## src/rtl/assert_macros.svh

```systemverilog
// assertion macros shared by the ambient light auto brightness rtl
// no dependencies; included by the files that carry assertions
`ifndef ASSERT_MACROS_SVH
`define ASSERT_MACROS_SVH

// same-cycle implication under synchronous active-low reset
`define AST_IMPL(name, clk, rst_n, ante, cons) \
    name: assert property (@(posedge clk) disable iff (!rst_n) (ante) |-> (cons)) \
        else $error("%m: assertion failed");

// next-cycle implication under synchronous active-low reset
`define AST_NEXT(name, clk, rst_n, ante, cons) \
    name: assert property (@(posedge clk) disable iff (!rst_n) (ante) |=> (cons)) \
        else $error("%m: assertion failed");

`endif

```

## src/rtl/albu_pkg.sv

```systemverilog
// package for the ambient light auto brightness unit: widths, codes, types
// no dependencies; used by the rtl modules other than albu_div through scoped names
package albu_pkg;

    localparam int P_SAMPLE_MAX = 1023;
    localparam int P_FRAC_BITS  = 16;

    localparam int RAW_W        = 16;
    localparam int LEVEL_W      = 17;
    localparam int BRIGHT_W     = 17;
    localparam int MODE_W       = 3;
    localparam int SPEED_W      = 8;
    localparam int CFG_IDX_W    = 3;
    localparam int CFG_DATA_W   = 17;
    localparam int IN_TDATA_W   = 24;
    localparam int OUT_TDATA_W  = 40;

    localparam int BRIDGE_MAX   = 1023;
    localparam int LOWRES_SHIFT = 6;
    localparam int SPEED_BASE   = 1000;

    // period = (speed * 16 + 1000) / 125 by reciprocal multiply
    localparam int SPEED_X_W    = 13;
    localparam int RECIP_W      = 14;
    localparam int PERIOD_RECIP = 8389;
    localparam int PERIOD_SHIFT = 20;
    localparam int PERIOD_W     = 6;

    localparam logic [MODE_W-1:0] MODE_NONE    = 3'd0;
    localparam logic [MODE_W-1:0] MODE_CONV    = 3'd1;
    localparam logic [MODE_W-1:0] MODE_BRIDGE  = 3'd2;
    localparam logic [MODE_W-1:0] MODE_LOWRES  = 3'd3;
    localparam logic [MODE_W-1:0] MODE_HIGHRES = 3'd4;

    localparam logic [CFG_IDX_W-1:0] CFG_SENSOR_MODE   = 3'd0;
    localparam logic [CFG_IDX_W-1:0] CFG_INVERT_SAMPLE = 3'd1;
    localparam logic [CFG_IDX_W-1:0] CFG_TARGET_LEVEL  = 3'd2;
    localparam logic [CFG_IDX_W-1:0] CFG_ADJUST_SPEED  = 3'd3;

    typedef enum logic [6:0] {
        S_IDLE     = 7'b0000001,
        S_CHECK    = 7'b0000010,
        S_RATIO    = 7'b0000100,
        S_APPLY    = 7'b0001000,
        S_EMA_GO   = 7'b0010000,
        S_EMA_WAIT = 7'b0100000,
        S_DONE     = 7'b1000000
    } t_state;

    typedef struct packed {
        logic load;
        logic set_one;
        logic set_direct;
        logic div_start;
        logic div_ema;
        logic take_ratio;
        logic load_sb;
        logic mult;
        logic take_ema;
        logic emit;
    } t_cmd;

    typedef struct packed {
        logic auto_on;
        logic tgt_m1;
        logic tgt_zero;
        logic neg;
        logic sb_zero;
        logic div_done;
        logic out_free;
    } t_sts;

endpackage

```

## src/rtl/albu_div.sv

```systemverilog
// bit-serial restoring divider, one quotient bit per cycle
// depends on assert_macros.svh
`include "assert_macros.svh"

module albu_div #(
    parameter int DW  = 33,
    parameter int DVW = 17
) (
    input  logic                     i_clk,
    input  logic                     i_rst_n,
    input  logic                     i_start,
    input  logic [$clog2(DW+1)-1:0]  i_iters,
    input  logic [DW-1:0]            i_dividend,
    input  logic [DVW-1:0]           i_divisor,
    output logic                     o_done,
    output logic [DW-1:0]            o_quotient
);

    localparam int CW = $clog2(DW + 1);

    logic [DVW-1:0] r_rem, n_rem;
    logic [DW-1:0]  r_quo;
    logic [DVW-1:0] r_dvs;
    logic [CW-1:0]  r_cnt;
    logic           r_busy;
    logic           r_done;
    logic [DVW:0]   w_trial;
    logic           w_fit;

    always_comb begin
        w_trial = {r_rem, r_quo[DW-1]} - {1'b0, r_dvs};
        w_fit   = !w_trial[DVW];
        n_rem   = w_fit ? w_trial[DVW-1:0] : {r_rem[DVW-2:0], r_quo[DW-1]};
    end

    always_ff @(posedge i_clk) begin
        if (!i_rst_n) begin
            r_busy <= 1'b0;
            r_done <= 1'b0;
            r_cnt  <= '0;
        end else begin
            r_done <= 1'b0;
            if (i_start) begin
                r_busy <= 1'b1;
                r_cnt  <= i_iters;
            end else if (r_busy) begin
                r_cnt <= r_cnt - CW'(1);
                if (r_cnt == CW'(1)) begin
                    r_busy <= 1'b0;
                    r_done <= 1'b1;
                end
            end
        end
    end

    always_ff @(posedge i_clk) begin
        if (i_start) begin
            r_rem <= '0;
            r_quo <= i_dividend;
            r_dvs <= i_divisor;
        end else if (r_busy) begin
            r_rem <= n_rem;
            r_quo <= {r_quo[DW-2:0], w_fit};
        end
    end

    assign o_done     = r_done;
    assign o_quotient = r_quo;

    `AST_IMPL(a_busy_count, i_clk, i_rst_n, r_busy, r_cnt != '0)

endmodule

```

## src/rtl/albu_dp.sv

```systemverilog
// datapath: config registers, level decode, ratio and average arithmetic, output register
// depends on albu_pkg, albu_div and assert_macros.svh
`include "assert_macros.svh"

module albu_dp #(
    parameter int SAMPLE_MAX = albu_pkg::P_SAMPLE_MAX,
    parameter int FRAC_BITS  = albu_pkg::P_FRAC_BITS
) (
    input  logic                                i_clk,
    input  logic                                i_rst_n,
    input  logic                                i_cfg_we,
    input  logic [albu_pkg::CFG_IDX_W-1:0]      i_cfg_index,
    input  logic [albu_pkg::CFG_DATA_W-1:0]     i_cfg_data,
    input  logic [albu_pkg::RAW_W-1:0]          i_raw,
    input  logic                                i_read_ok,
    input  logic                                i_auto,
    input  albu_pkg::t_cmd                      i_cmd,
    output albu_pkg::t_sts                      o_sts,
    input  logic                                i_m_ready,
    output logic                                o_m_valid,
    output logic [albu_pkg::OUT_TDATA_W-1:0]    o_m_data
);

    localparam int RW   = albu_pkg::RAW_W;
    localparam int LW   = albu_pkg::LEVEL_W;
    localparam int BW   = FRAC_BITS + 1;
    localparam int EW   = BW + 7;
    localparam int DW   = LW + FRAC_BITS;
    localparam int CW   = $clog2(DW + 1);
    localparam int PW   = albu_pkg::PERIOD_W;
    localparam int XW   = albu_pkg::SPEED_X_W;
    localparam int MW   = albu_pkg::SPEED_X_W + albu_pkg::RECIP_W;
    localparam int OBW  = albu_pkg::BRIGHT_W;
    localparam int PADW = albu_pkg::OUT_TDATA_W - LW - OBW;

    localparam logic [RW-1:0] SMAX     = RW'(SAMPLE_MAX);
    localparam logic [RW-1:0] BMAX     = RW'(albu_pkg::BRIDGE_MAX);
    localparam logic [BW-1:0] FIX_ONE  = BW'(1) << FRAC_BITS;
    localparam logic [BW-1:0] FIX_LOW  = BW'((64'd1 << FRAC_BITS) / 10);
    localparam logic [DW-1:0] FIX_ONE_W = DW'(FIX_ONE);
    localparam logic [DW-1:0] FIX_LOW_W = DW'(FIX_LOW);

    logic [albu_pkg::MODE_W-1:0]  r_mode;
    logic                         r_invert;
    logic [LW-1:0]                r_target;
    logic [albu_pkg::SPEED_W-1:0] r_speed;

    logic [LW-1:0]  r_level, n_level;
    logic           r_auto;
    logic [PW-1:0]  r_period;
    logic [BW-1:0]  r_sb;
    logic [BW-1:0]  r_v;
    logic [EW-1:0]  r_prod;
    logic           r_m_valid;
    logic [albu_pkg::OUT_TDATA_W-1:0] r_m_data;

    logic [XW-1:0]  w_speed_x;
    logic [MW-1:0]  w_recip_prod;
    logic [LW-1:0]  w_lmag;
    logic [LW-1:0]  w_tmag;
    logic [DW-1:0]  w_dividend;
    logic [LW-1:0]  w_divisor;
    logic [CW-1:0]  w_iters;
    logic           w_div_done;
    logic [DW-1:0]  w_quo;
    logic [BW-1:0]  w_clamped;
    logic [BW+OBW-1:0] w_sb_ext;

    always_ff @(posedge i_clk) begin
        if (!i_rst_n) begin
            r_mode   <= albu_pkg::MODE_NONE;
            r_invert <= 1'b0;
            r_target <= '1;
            r_speed  <= '0;
        end else if (i_cfg_we) begin
            case (i_cfg_index)
                albu_pkg::CFG_SENSOR_MODE:   r_mode   <= i_cfg_data[albu_pkg::MODE_W-1:0];
                albu_pkg::CFG_INVERT_SAMPLE: r_invert <= i_cfg_data[0];
                albu_pkg::CFG_TARGET_LEVEL:  r_target <= i_cfg_data[LW-1:0];
                albu_pkg::CFG_ADJUST_SPEED:  r_speed  <= i_cfg_data[albu_pkg::SPEED_W-1:0];
                default: ;
            endcase
        end
    end

    // level decode per sensor mode
    always_comb begin
        n_level = r_level;
        case (r_mode)
            albu_pkg::MODE_CONV: begin
                if (r_invert) begin
                    n_level = (i_raw > SMAX) ? '0 : {1'b0, SMAX - i_raw};
                end else begin
                    n_level = {1'b0, i_raw};
                end
            end
            albu_pkg::MODE_BRIDGE: begin
                if (!i_read_ok) begin
                    n_level = '1;
                end else if (r_invert) begin
                    n_level = {1'b0, BMAX - i_raw};
                end else begin
                    n_level = {1'b0, i_raw};
                end
            end
            albu_pkg::MODE_LOWRES: begin
                n_level = i_read_ok ? {1'b0, i_raw >> albu_pkg::LOWRES_SHIFT} : '1;
            end
            albu_pkg::MODE_HIGHRES: begin
                n_level = i_read_ok ? {1'b0, i_raw} : '1;
            end
            default: ;
        endcase
    end

    always_comb begin
        w_speed_x    = XW'({r_speed, 4'b0000}) + XW'(albu_pkg::SPEED_BASE);
        w_recip_prod = MW'(w_speed_x) * MW'(albu_pkg::PERIOD_RECIP);
        w_lmag       = r_level[LW-1]  ? (~r_level  + LW'(1)) : r_level;
        w_tmag       = r_target[LW-1] ? (~r_target + LW'(1)) : r_target;
        if (i_cmd.div_ema) begin
            w_dividend = DW'(r_prod) << (DW - EW);
            w_divisor  = LW'(r_period) + LW'(1);
            w_iters    = CW'(EW);
        end else begin
            w_dividend = {w_lmag, {FRAC_BITS{1'b0}}};
            w_divisor  = w_tmag;
            w_iters    = CW'(DW);
        end
        if (w_quo > FIX_ONE_W) begin
            w_clamped = FIX_ONE;
        end else if (w_quo < FIX_LOW_W) begin
            w_clamped = FIX_LOW;
        end else begin
            w_clamped = w_quo[BW-1:0];
        end
        w_sb_ext = {{OBW{1'b0}}, r_sb};
    end

    albu_div #(
        .DW  (DW),
        .DVW (LW)
    ) u_div (
        .i_clk      (i_clk),
        .i_rst_n    (i_rst_n),
        .i_start    (i_cmd.div_start),
        .i_iters    (w_iters),
        .i_dividend (w_dividend),
        .i_divisor  (w_divisor),
        .o_done     (w_div_done),
        .o_quotient (w_quo)
    );

    always_ff @(posedge i_clk) begin
        if (!i_rst_n) begin
            r_level <= '1;
            r_sb    <= '0;
        end else begin
            if (i_cmd.load) begin
                r_level <= n_level;
            end
            if (i_cmd.set_one) begin
                r_sb <= FIX_ONE;
            end else if (i_cmd.load_sb) begin
                r_sb <= r_v;
            end else if (i_cmd.take_ema) begin
                r_sb <= w_quo[BW-1:0];
            end
        end
    end

    always_ff @(posedge i_clk) begin
        if (i_cmd.load) begin
            r_auto   <= i_auto;
            r_period <= w_recip_prod[albu_pkg::PERIOD_SHIFT +: PW];
        end
        if (i_cmd.set_direct) begin
            r_v <= (r_target == '0) ? FIX_ONE : FIX_LOW;
        end else if (i_cmd.take_ratio) begin
            r_v <= w_clamped;
        end
        if (i_cmd.mult) begin
            r_prod <= EW'(r_sb) * EW'(r_period) + EW'(r_v);
        end
    end

    // output register
    always_ff @(posedge i_clk) begin
        if (!i_rst_n) begin
            r_m_valid <= 1'b0;
        end else if (i_cmd.emit) begin
            r_m_valid <= 1'b1;
        end else if (i_m_ready) begin
            r_m_valid <= 1'b0;
        end
    end

    always_ff @(posedge i_clk) begin
        if (i_cmd.emit) begin
            r_m_data <= {{PADW{1'b0}}, w_sb_ext[OBW-1:0], r_level};
        end
    end

    always_comb begin
        o_sts.auto_on  = r_auto;
        o_sts.tgt_m1   = (r_target == '1);
        o_sts.tgt_zero = (r_target == '0);
        o_sts.neg      = r_level[LW-1] ^ r_target[LW-1];
        o_sts.sb_zero  = (r_sb == '0);
        o_sts.div_done = w_div_done;
        o_sts.out_free = !r_m_valid || i_m_ready;
    end

    assign o_m_valid = r_m_valid;
    assign o_m_data  = r_m_data;

    `AST_NEXT(a_sb_stays_set, i_clk, i_rst_n, r_sb != '0, r_sb != '0)
    `AST_IMPL(a_sb_in_range, i_clk, i_rst_n, 1'b1, r_sb <= FIX_ONE)

endmodule

```

## src/rtl/albu_ctrl.sv

```systemverilog
// controller state machine sequencing level decode, division and averaging
// depends on albu_pkg
module albu_ctrl (
    input  logic           i_clk,
    input  logic           i_rst_n,
    input  logic           i_in_valid,
    output logic           o_in_ready,
    input  albu_pkg::t_sts i_sts,
    output albu_pkg::t_cmd o_cmd
);

    albu_pkg::t_state r_state, n_state;

    always_ff @(posedge i_clk) begin
        if (!i_rst_n) begin
            r_state <= albu_pkg::S_IDLE;
        end else begin
            r_state <= n_state;
        end
    end

    always_comb begin
        n_state = r_state;
        o_cmd   = '0;
        case (r_state)
            albu_pkg::S_IDLE: begin
                if (i_in_valid) begin
                    o_cmd.load = 1'b1;
                    n_state    = albu_pkg::S_CHECK;
                end
            end
            albu_pkg::S_CHECK: begin
                if (!i_sts.auto_on) begin
                    n_state = albu_pkg::S_DONE;
                end else if (i_sts.tgt_m1) begin
                    o_cmd.set_one = 1'b1;
                    n_state       = albu_pkg::S_DONE;
                end else if (i_sts.tgt_zero || i_sts.neg) begin
                    o_cmd.set_direct = 1'b1;
                    n_state          = albu_pkg::S_APPLY;
                end else begin
                    o_cmd.div_start = 1'b1;
                    n_state         = albu_pkg::S_RATIO;
                end
            end
            albu_pkg::S_RATIO: begin
                if (i_sts.div_done) begin
                    o_cmd.take_ratio = 1'b1;
                    n_state          = albu_pkg::S_APPLY;
                end
            end
            albu_pkg::S_APPLY: begin
                if (i_sts.sb_zero) begin
                    o_cmd.load_sb = 1'b1;
                    n_state       = albu_pkg::S_DONE;
                end else begin
                    o_cmd.mult = 1'b1;
                    n_state    = albu_pkg::S_EMA_GO;
                end
            end
            albu_pkg::S_EMA_GO: begin
                o_cmd.div_start = 1'b1;
                o_cmd.div_ema   = 1'b1;
                n_state         = albu_pkg::S_EMA_WAIT;
            end
            albu_pkg::S_EMA_WAIT: begin
                o_cmd.div_ema = 1'b1;
                if (i_sts.div_done) begin
                    o_cmd.take_ema = 1'b1;
                    n_state        = albu_pkg::S_DONE;
                end
            end
            albu_pkg::S_DONE: begin
                if (i_sts.out_free) begin
                    o_cmd.emit = 1'b1;
                    n_state    = albu_pkg::S_IDLE;
                end
            end
            default: begin
                n_state = albu_pkg::S_IDLE;
            end
        endcase
    end

    assign o_in_ready = (r_state == albu_pkg::S_IDLE);

endmodule

```

## src/rtl/ambient_light_auto_brightness_unit.sv

```systemverilog
// Ambient light auto brightness unit: one reading in, one light level and smoothed
// brightness out per transfer. The shared bit-serial divider forms FRAC_BITS+17
// quotient bits for level/target and FRAC_BITS+8 for the average. Auto brightness off
// or a target of -1 needs no division; a target of 0, or a level and target of opposite
// sign, skips the ratio division, and the first value skips the average division.
// A finished result waits in the output register while the next reading is taken.
// Configuration is accepted every cycle and must only be written idle.
// depends on albu_pkg, albu_ctrl, albu_dp and assert_macros.svh
`include "assert_macros.svh"

module ambient_light_auto_brightness_unit #(
    parameter int SAMPLE_MAX = albu_pkg::P_SAMPLE_MAX,
    parameter int FRAC_BITS  = albu_pkg::P_FRAC_BITS
) (
    input  logic                                i_clk,
    input  logic                                i_rst_n,
    input  logic                                s_axis_tvalid,
    output logic                                s_axis_tready,
    // [15:0] raw_word, [16] auto_enabled, [23:17] zero
    input  logic [albu_pkg::IN_TDATA_W-1:0]     s_axis_tdata,
    // [0] read_ok
    input  logic                                s_axis_tuser,
    output logic                                m_axis_tvalid,
    input  logic                                m_axis_tready,
    // [16:0] level, [33:17] brightness, [39:34] zero
    output logic [albu_pkg::OUT_TDATA_W-1:0]    m_axis_tdata,
    input  logic                                i_cfg_valid,
    output logic                                o_cfg_ready,
    input  logic [albu_pkg::CFG_IDX_W-1:0]      i_cfg_index,
    input  logic [albu_pkg::CFG_DATA_W-1:0]     i_cfg_data
);

    albu_pkg::t_cmd w_cmd;
    albu_pkg::t_sts w_sts;
    logic           w_in_ready;

    albu_ctrl u_ctrl (
        .i_clk      (i_clk),
        .i_rst_n    (i_rst_n),
        .i_in_valid (s_axis_tvalid),
        .o_in_ready (w_in_ready),
        .i_sts      (w_sts),
        .o_cmd      (w_cmd)
    );

    albu_dp #(
        .SAMPLE_MAX (SAMPLE_MAX),
        .FRAC_BITS  (FRAC_BITS)
    ) u_dp (
        .i_clk       (i_clk),
        .i_rst_n     (i_rst_n),
        .i_cfg_we    (i_cfg_valid),
        .i_cfg_index (i_cfg_index),
        .i_cfg_data  (i_cfg_data),
        .i_raw       (s_axis_tdata[albu_pkg::RAW_W-1:0]),
        .i_read_ok   (s_axis_tuser),
        .i_auto      (s_axis_tdata[albu_pkg::RAW_W]),
        .i_cmd       (w_cmd),
        .o_sts       (w_sts),
        .i_m_ready   (m_axis_tready),
        .o_m_valid   (m_axis_tvalid),
        .o_m_data    (m_axis_tdata)
    );

    assign s_axis_tready = w_in_ready;
    assign o_cfg_ready   = 1'b1;

    `AST_NEXT(a_busy_after_transfer, i_clk, i_rst_n, s_axis_tvalid && s_axis_tready, !s_axis_tready)

endmodule
```

## config.mk

```make
export PLATFORM = sky130hd
export DESIGN_NAME = ambient_light_auto_brightness_unit
export DESIGN_NICKNAME = d
export VERILOG_FILES = /design/src/rtl/albu_pkg.sv /design/src/rtl/albu_div.sv /design/src/rtl/albu_dp.sv /design/src/rtl/albu_ctrl.sv /design/src/rtl/ambient_light_auto_brightness_unit.sv
export VERILOG_INCLUDE_DIRS = /design/src /design/src/rtl
export SDC_FILE = /design/constraint.sdc
export NUM_CORES = 1
export LEC_CHECK = 0
export ABC_AREA = 1
export BUFFER_PORTS_ARGS = -buffer_cell sky130_fd_sc_hd__buf_2
export CAP_MARGIN = 20
export CORE_MARGIN = 8
export CORE_UTILIZATION = 29
export DETAILED_ROUTE_END_ITERATION = 8
export PLACE_DENSITY = 0.52
export SYNTH_ARGS = -nofsm -noshare
export SYNTH_HDL_FRONTEND = slang
export SYNTH_SLANG_ARGS = --single-unit
```

## constraint.sdc

```tcl
create_clock -name i_clk -period 5.4 [get_ports i_clk]
set_clock_uncertainty 0.15 [all_clocks]
set_input_delay 0 -clock i_clk [delete_from_list [all_inputs] [get_ports i_clk]]
set_output_delay 0 -clock i_clk [all_outputs]
set_load 0.03 [all_outputs]
```

# Word-level counts from Yosys, hierarchy flattened
# Cells that the tools add are included.
[op_classes]
addsub = 8
multipliers = 2
magnitude_cmp = 3
eq_ne = 20
muxes = 58
n_bitwise = 5
reduce_logical = 22
[ops]
columns = ["operator", "n"]
rows = [
  ["two-way mux 17 bit", 16],
  ["two-way mux 33 bit", 3],
  ["one-hot mux 17 bit (4 select lines)", 1],
  ["two-way mux 7 bit", 7],
  ["one-hot mux 7 bit (7 select lines)", 1],
  ["adder 17 x 1 -> 17 bit, second input constant", 2],
  ["zero test 17 bit", 2],
  ["inverter 17 bit", 2],
  ["> comparator 33 x 17 -> 1 bit, second input constant", 1],
  ["< comparator 33 x 13 -> 1 bit, second input constant", 1],
  ["two-way mux 16 bit", 2],
  ["multiplier 13 x 14 -> 26 bit, second input constant", 1],
  ["adder 23 x 17 -> 24 bit", 1],
  ["multiplier 17 x 6 -> 23 bit", 1],
  ["two-way mux 1 bit", 19],
  ["two-way mux 6 bit", 3],
  ["subtractor 18 x 17 -> 18 bit", 1],
  ["== test 17 bit, second input constant", 1],
  ["> comparator 16 x 10 -> 1 bit, second input constant", 1],
  ["subtractor 10 x 16 -> 16 bit, first input constant", 1],
  ["adder 12 x 10 -> 13 bit, second input constant", 1],
  ["== test 3 x 2 -> 1 bit, second input constant", 4],
  ["AND reduction 2 bit", 5],
  ["nonzero test 2 bit", 4],
  ["28 further kinds", 37],
]
[totals]
ff_bits = 228
in_bits = 50
output_inout_bits = 43

# Depth between registers and ports, before layout
[depth]
word_depth = 7
depth_mapped = 25

# By module
# Synthesis repeated with hierarchy kept, for this count alone.
[hier_totals]
cells_unflattened = 2629
area_unflattened_um2 = 18861.8
[by_module_without_submodules]
columns = ["mod", "n_inst", "cells_each", "area_each_um2"]
rows = [
  ["albu_dp", 1, 1935, 13740.7],
  ["albu_div", 1, 590, 4530.6],
  ["albu_ctrl", 1, 102, 579.3],
  ["ambient_light_auto_brightness_unit", 1, 2, 11.3],
]

# Least setup slack after synthesis
# OpenSTA, ideal clock, no wires.
[synth_timing]
path_kind = "flip-flop to flip-flop"
from = "register u_dp.r_period[3]"
to = "register u_dp.r_prod[17] (data pin)"
setup_time_ns = 0.262
t_arrival_ns = 4.251
slack_ns = 0.737
stages_incl_launch_ff = 17
n_path_buf = 2
synth_period_minus_slack_ns = 4.663
path_cell_list = "edfxtp_1 -> clkbuf_1 -> buf_1 -> nand2_1 -> inv_1 -> fa_1 -> fa_1 -> fa_1 -> inv_1 -> fa_1 -> inv_1 -> ha_1 -> a21o_1 -> a21oi_1 -> a21boi_0 -> o21bai_1 -> xor2_1"
[synth_via]
elab_chain_cells = 2
[synth_lines]
columns = ["element", "line", "rtl"]
rows = [
  ["from (decl)", "albu_dp.sv:50", "logic [PW-1:0] r_period;"],
  ["from (signal assigned)", "albu_dp.sv:175", "r_period <= w_recip_prod[albu_pkg::PERIOD_SHIFT +: PW];"],
  ["multiplier 17 x 6 -> 23 bit", "albu_dp.sv:183", "r_prod <= EW'(r_sb) * EW'(r_period) + EW'(r_v);"],
  ["adder 23 x 17 -> 24 bit", "albu_dp.sv:183", ""],
  ["to (signal assigned)", "albu_dp.sv:183", ""],
  ["to (decl)", "albu_dp.sv:53", "logic [EW-1:0] r_prod;"],
]
# No other way between the ends.
# A chain may end at the register's enable or synchronous reset.

# Worst setup path in the final report
[layout_timing]
from = "register u_dp.r_period[4]"
to = "register u_dp.r_prod[20] (data pin)"
# Same word-level chain as after synthesis.

==> impl_metrics.env <==
export IMPL_report_final_hold_viol_count=0
export IMPL_number_of_top_level_pins=93
export IMPL_post_synth_top_count_cell="nand2_1"
export IMPL_power_density_nw_per_um2=247
export IMPL_clock_sinks=228
export IMPL_post_route_period_util_pct=94.2
export IMPL_netlist_area_um2=17600
export IMPL_max_clock_freq_mhz=197
export IMPL_critical_path_endpoint_type="flop"
export IMPL_routed_via_density=4.70
export IMPL_postSynthAreaPerCell_um2=7.73
export IMPL_design_core_area_um2=60200
export IMPL_clock_latency_ns=0.57
export IMPL_layout_nets=2679
export IMPL_timing_rr_start="u_dp.r_period[4]$_DFFE_PP_"
export IMPL_finalPower_mw=5.06
export IMPL_remaining_drc_errors=0
export IMPL_initial_utilization_pct=29.3
export IMPL_timing_hold_worst_class="input port to flop"
export IMPL_grt_first_pass_wirelength_mm=79.4
export IMPL_p_leak_nw=10.3
export IMPL_clock_tree_htree_level_count=1
export IMPL_synth_seq_area_share_pct=33.3
export IMPL_antenna_cells=0
export IMPL_timing_critical_path_cells="buf_4 > nand2_1 > inv_1 > fa_1 > inv_1 > fa_1 > inv_1 > fa_1 > inv_1 > fa_1 > inv_1 > ha_1 > nand2_1 > nor4_1 > nand4_1 > nand3_1 > xor2_1"
export IMPL_routabilityCongestion=0.888
export IMPL_wire_per_inst_um=15.2
export IMPL_synth_enable_flop_cells=132
export IMPL_floorplan_die_height_um=263
export IMPL_drv_slew=0
export IMPL_outcome="complete, no violations"
export IMPL_route_vias_total=15100
export IMPL_area_growth_synth_to_final_pct=16.1
export IMPL_worst_hold_startpoint="i_cfg_data[0]"
export IMPL_synthDominantCellAreaShare_pct=22.5
export IMPL_synthesis_instances=2282
export IMPL_setup_worst_path_start_class="flop"
export IMPL_tightestPinTransition_ns=0.980
export IMPL_clk_pin_slew_worst_paths_ns=0.06
export IMPL_portBuffers=78
export IMPL_final_antenna_net_count=0
export IMPL_worst_setup_path_startpoint="u_dp.r_period[4]$_DFFE_PP_"
export IMPL_synth_ff_latch_count=228
export IMPL_floorplan_die_width_um=263
export IMPL_fillerInstances=6261
export IMPL_post_cts_setup_buffer_count=0
export IMPL_fp_row_count=90
export IMPL_ir_worst_vdd_mv=0.229
export IMPL_post_cts_resized_instances=0
export IMPL_detail_route_iter0_violations=908
export IMPL_main_flop_type_after_synthesis="edfxtp_1"
export IMPL_utilization_pct=34.0
export IMPL_detailedPlacementHpwl_mm=38.1
export IMPL_critical_path_max_fanout=12
export IMPL_clock_root_buffer="clkbuf_16"
export IMPL_number_of_antenna_violations_at_the_first_check_in_global_routing=1
export IMPL_cts_buffers_inserted=28
export IMPL_setup_tns_ns=0
export IMPL_firstDrtPassIters=5
export IMPL_timing_critical_path_slowest_cell_delay_ns=0.64
export IMPL_asyncSetResetFlopFracSynth_pct=0
export IMPL_grt_start_max_net_pins=44
export IMPL_synth_cell_types=47
export IMPL_timing_critical_path_mode_cell="inv_1"
export IMPL_worstPathRequired_ns=5.54
export IMPL_timing_worst_setup_path_type="flop to flop"
export IMPL_yosys_area_top_type="edfxtp_1"
export IMPL_gr_util_all_layers_pct=13.9
export IMPL_fraction_of_final_layout_cells_with_drive_strength_greater_than_1_pct=7.94
export IMPL_globalRoute_totalOverflow=0
export IMPL_floorplan_die_area_um2=69000
export IMPL_worstPathArrival_ns=5.23
export IMPL_grt_setup_unrepaired="no"
export IMPL_finalCriticalPeriod_ns=5.09
export IMPL_cts_max_path_buffers=3
export IMPL_cts_tree="built"
export IMPL_first_global_vias=15200
export IMPL_setup_violating_endpoint_count_in_the_final_report=0
export IMPL_yosys_warnings=0
export IMPL_leading_cell_types_by_count_after_synthesis="nand2_1 (541), inv_1 (404), nor2_1 (191)"
export IMPL_route_final_wire_length_mm=48.8
export IMPL_critical_path_slowest_cell="edfxtp_1"
export IMPL_max_cap_viol_count=0
export IMPL_worst_slew_margin_rel_pct=34.6
export IMPL_synth_top_area_cells="edfxtp_1 (22%), nand2_1 (12%), dfxtp_1 (11%)"
[timing repair]
item	CTS	global route
endpoints found under the setup margin	0	0
hold buffers	72	0
hold endpoints to repair	62	0
[placed cells by master (no fill, tap or decap), types with 7 or more instances in the layout]
| cell | netlist | layout |
|---|---|---|
| a21oi_1 | 114 | 114 |
| buf_2 | 20 | 78 |
| buf_4 | 11 | 21 |
| clkbuf_16 | 0 | 29 |
| conb_1 | 2 | 7 |
| dfxtp_1 | 96 | 96 |
| dlygate4sd3_1 | 0 | 72 |
| edfxtp_1 | 132 | 132 |
| fa_1 | 86 | 86 |
| ha_1 | 134 | 134 |
| inv_1 | 404 | 404 |
| inv_2 | 12 | 12 |
| nand2_1 | 541 | 541 |
| nand2_2 | 8 | 8 |
| nand3_1 | 146 | 146 |
| nand3b_1 | 10 | 10 |
| nand4_1 | 33 | 33 |
| nor2_1 | 191 | 190 |
| nor3_1 | 29 | 29 |
| o211ai_1 | 32 | 32 |
| o21ai_0 | 105 | 104 |
| xnor2_1 | 19 | 19 |
| xor2_1 | 38 | 38 |
[sequential cells by signal, indices dropped and copies added (netlist names), 6 cells and up]
register	cells
u_dp.r_target	17
u_dp.r_prod	24
u_dp.r_v	17
u_dp.o_m_data	34
u_dp.r_speed	8
u_dp.u_div.r_rem	17
u_ctrl.r_state	7
u_dp.r_sb	17
u_dp.u_div.r_cnt	6
u_dp.r_level	17
u_dp.u_div.o_quotient	33
u_dp.u_div.r_dvs	17
u_dp.r_period	6
[critical path: cells and delay by family, from the launching register on]
kind	cells	cell delay, ns
and+or+nand+nor	5	0.96
buffers and inverters	6	0.54
DFF	1	0.64
adders and majority gates	5	2.42
xor gates and xnor gates	1	0.08
[power breakdown]
part | total, mW | switching [mW] | leakage [nW] | internal (mW)
sequential | 2.03 | 0.131 | 1.98 | 1.90
combinational | 1.07 | 0.650 | 7.88 | 0.418
clock | 1.95 | 0.784 | 0.474 | 1.17
[metal layers]
| layer | share of wire, % | track usage, % |
|---|---|---|
| met5 | 0 | 0 |
| met2 | 47 | 23.8 |
| met3 | 5.4 | 2.00 |
| met1 | 45 | 17.8 |
| met4 | 3.2 | 4.73 |
[cell type report]
| class | instances | area [um2] | area share (%) |
|---|---|---|---|
| Clock buffer | 36 | 783 | 3.82 |
| Clock inverter | 15 | 174 | 0.849 |
| Inverter | 416 | 1560 | 7.62 |
| Multi-Input combinational cell | 1563 | 9820 | 47.9 |
| Sequential cell | 228 | 5890 | 28.7 |
| Tap cell | 782 | 978 | 4.77 |
| Timing Repair Buffer | 172 | 1300 | 6.32 |
[logic make-up (layout without fill, tap and decap cells)]
kind of cell | after synthesis | count (layout) | share of synthesized area (%)
fa+ha+maj | 220 | 220 | 19.3
other cells | 2 | 7 | 0.0426
buf+inv | 496 | 639 | 11.2
xor+xnor | 57 | 57 | 2.83
simple gates | 990 | 990 | 24.2
flops | 228 | 228 | 33.3
compound gates | 289 | 289 | 9.13
[metrics by stage]
stage | hold WS (ns) | cell area (um2) | std cells | setup slack [ns]
2_1_floorplan | -0.0511 | 17700 | 2287 | 0.737
3_3_place_gp | 0.0497 | 18800 | 3088 | 0.389
3_5_place_dp | 0.0418 | 18800 | 3088 | 0.386
4_1_cts | 0.126 | 20500 | 3211 | 0.300
5_1_grt | 0.161 | 20500 | 3212 | 0.0245
6_report | 0.152 | 20500 | 3212 | 0.315
[final timing paths]
check | depth (start not counted) | end | slack [ns]
max | 17 | u_dp.r_prod[20]$_DFFE_PP_ | 0.31
min | 4 | u_dp.r_target[0]$_SDFFE_PN1P_ | 0.15
max reg2reg | 17 | u_dp.r_prod[20]$_DFFE_PP_ | 0.31
min reg2reg | 2 | u_dp.u_div.r_rem[9]$_SDFFE_PP0P_ | 0.32
No activity file was read; power rests on OpenSTA's default activity.
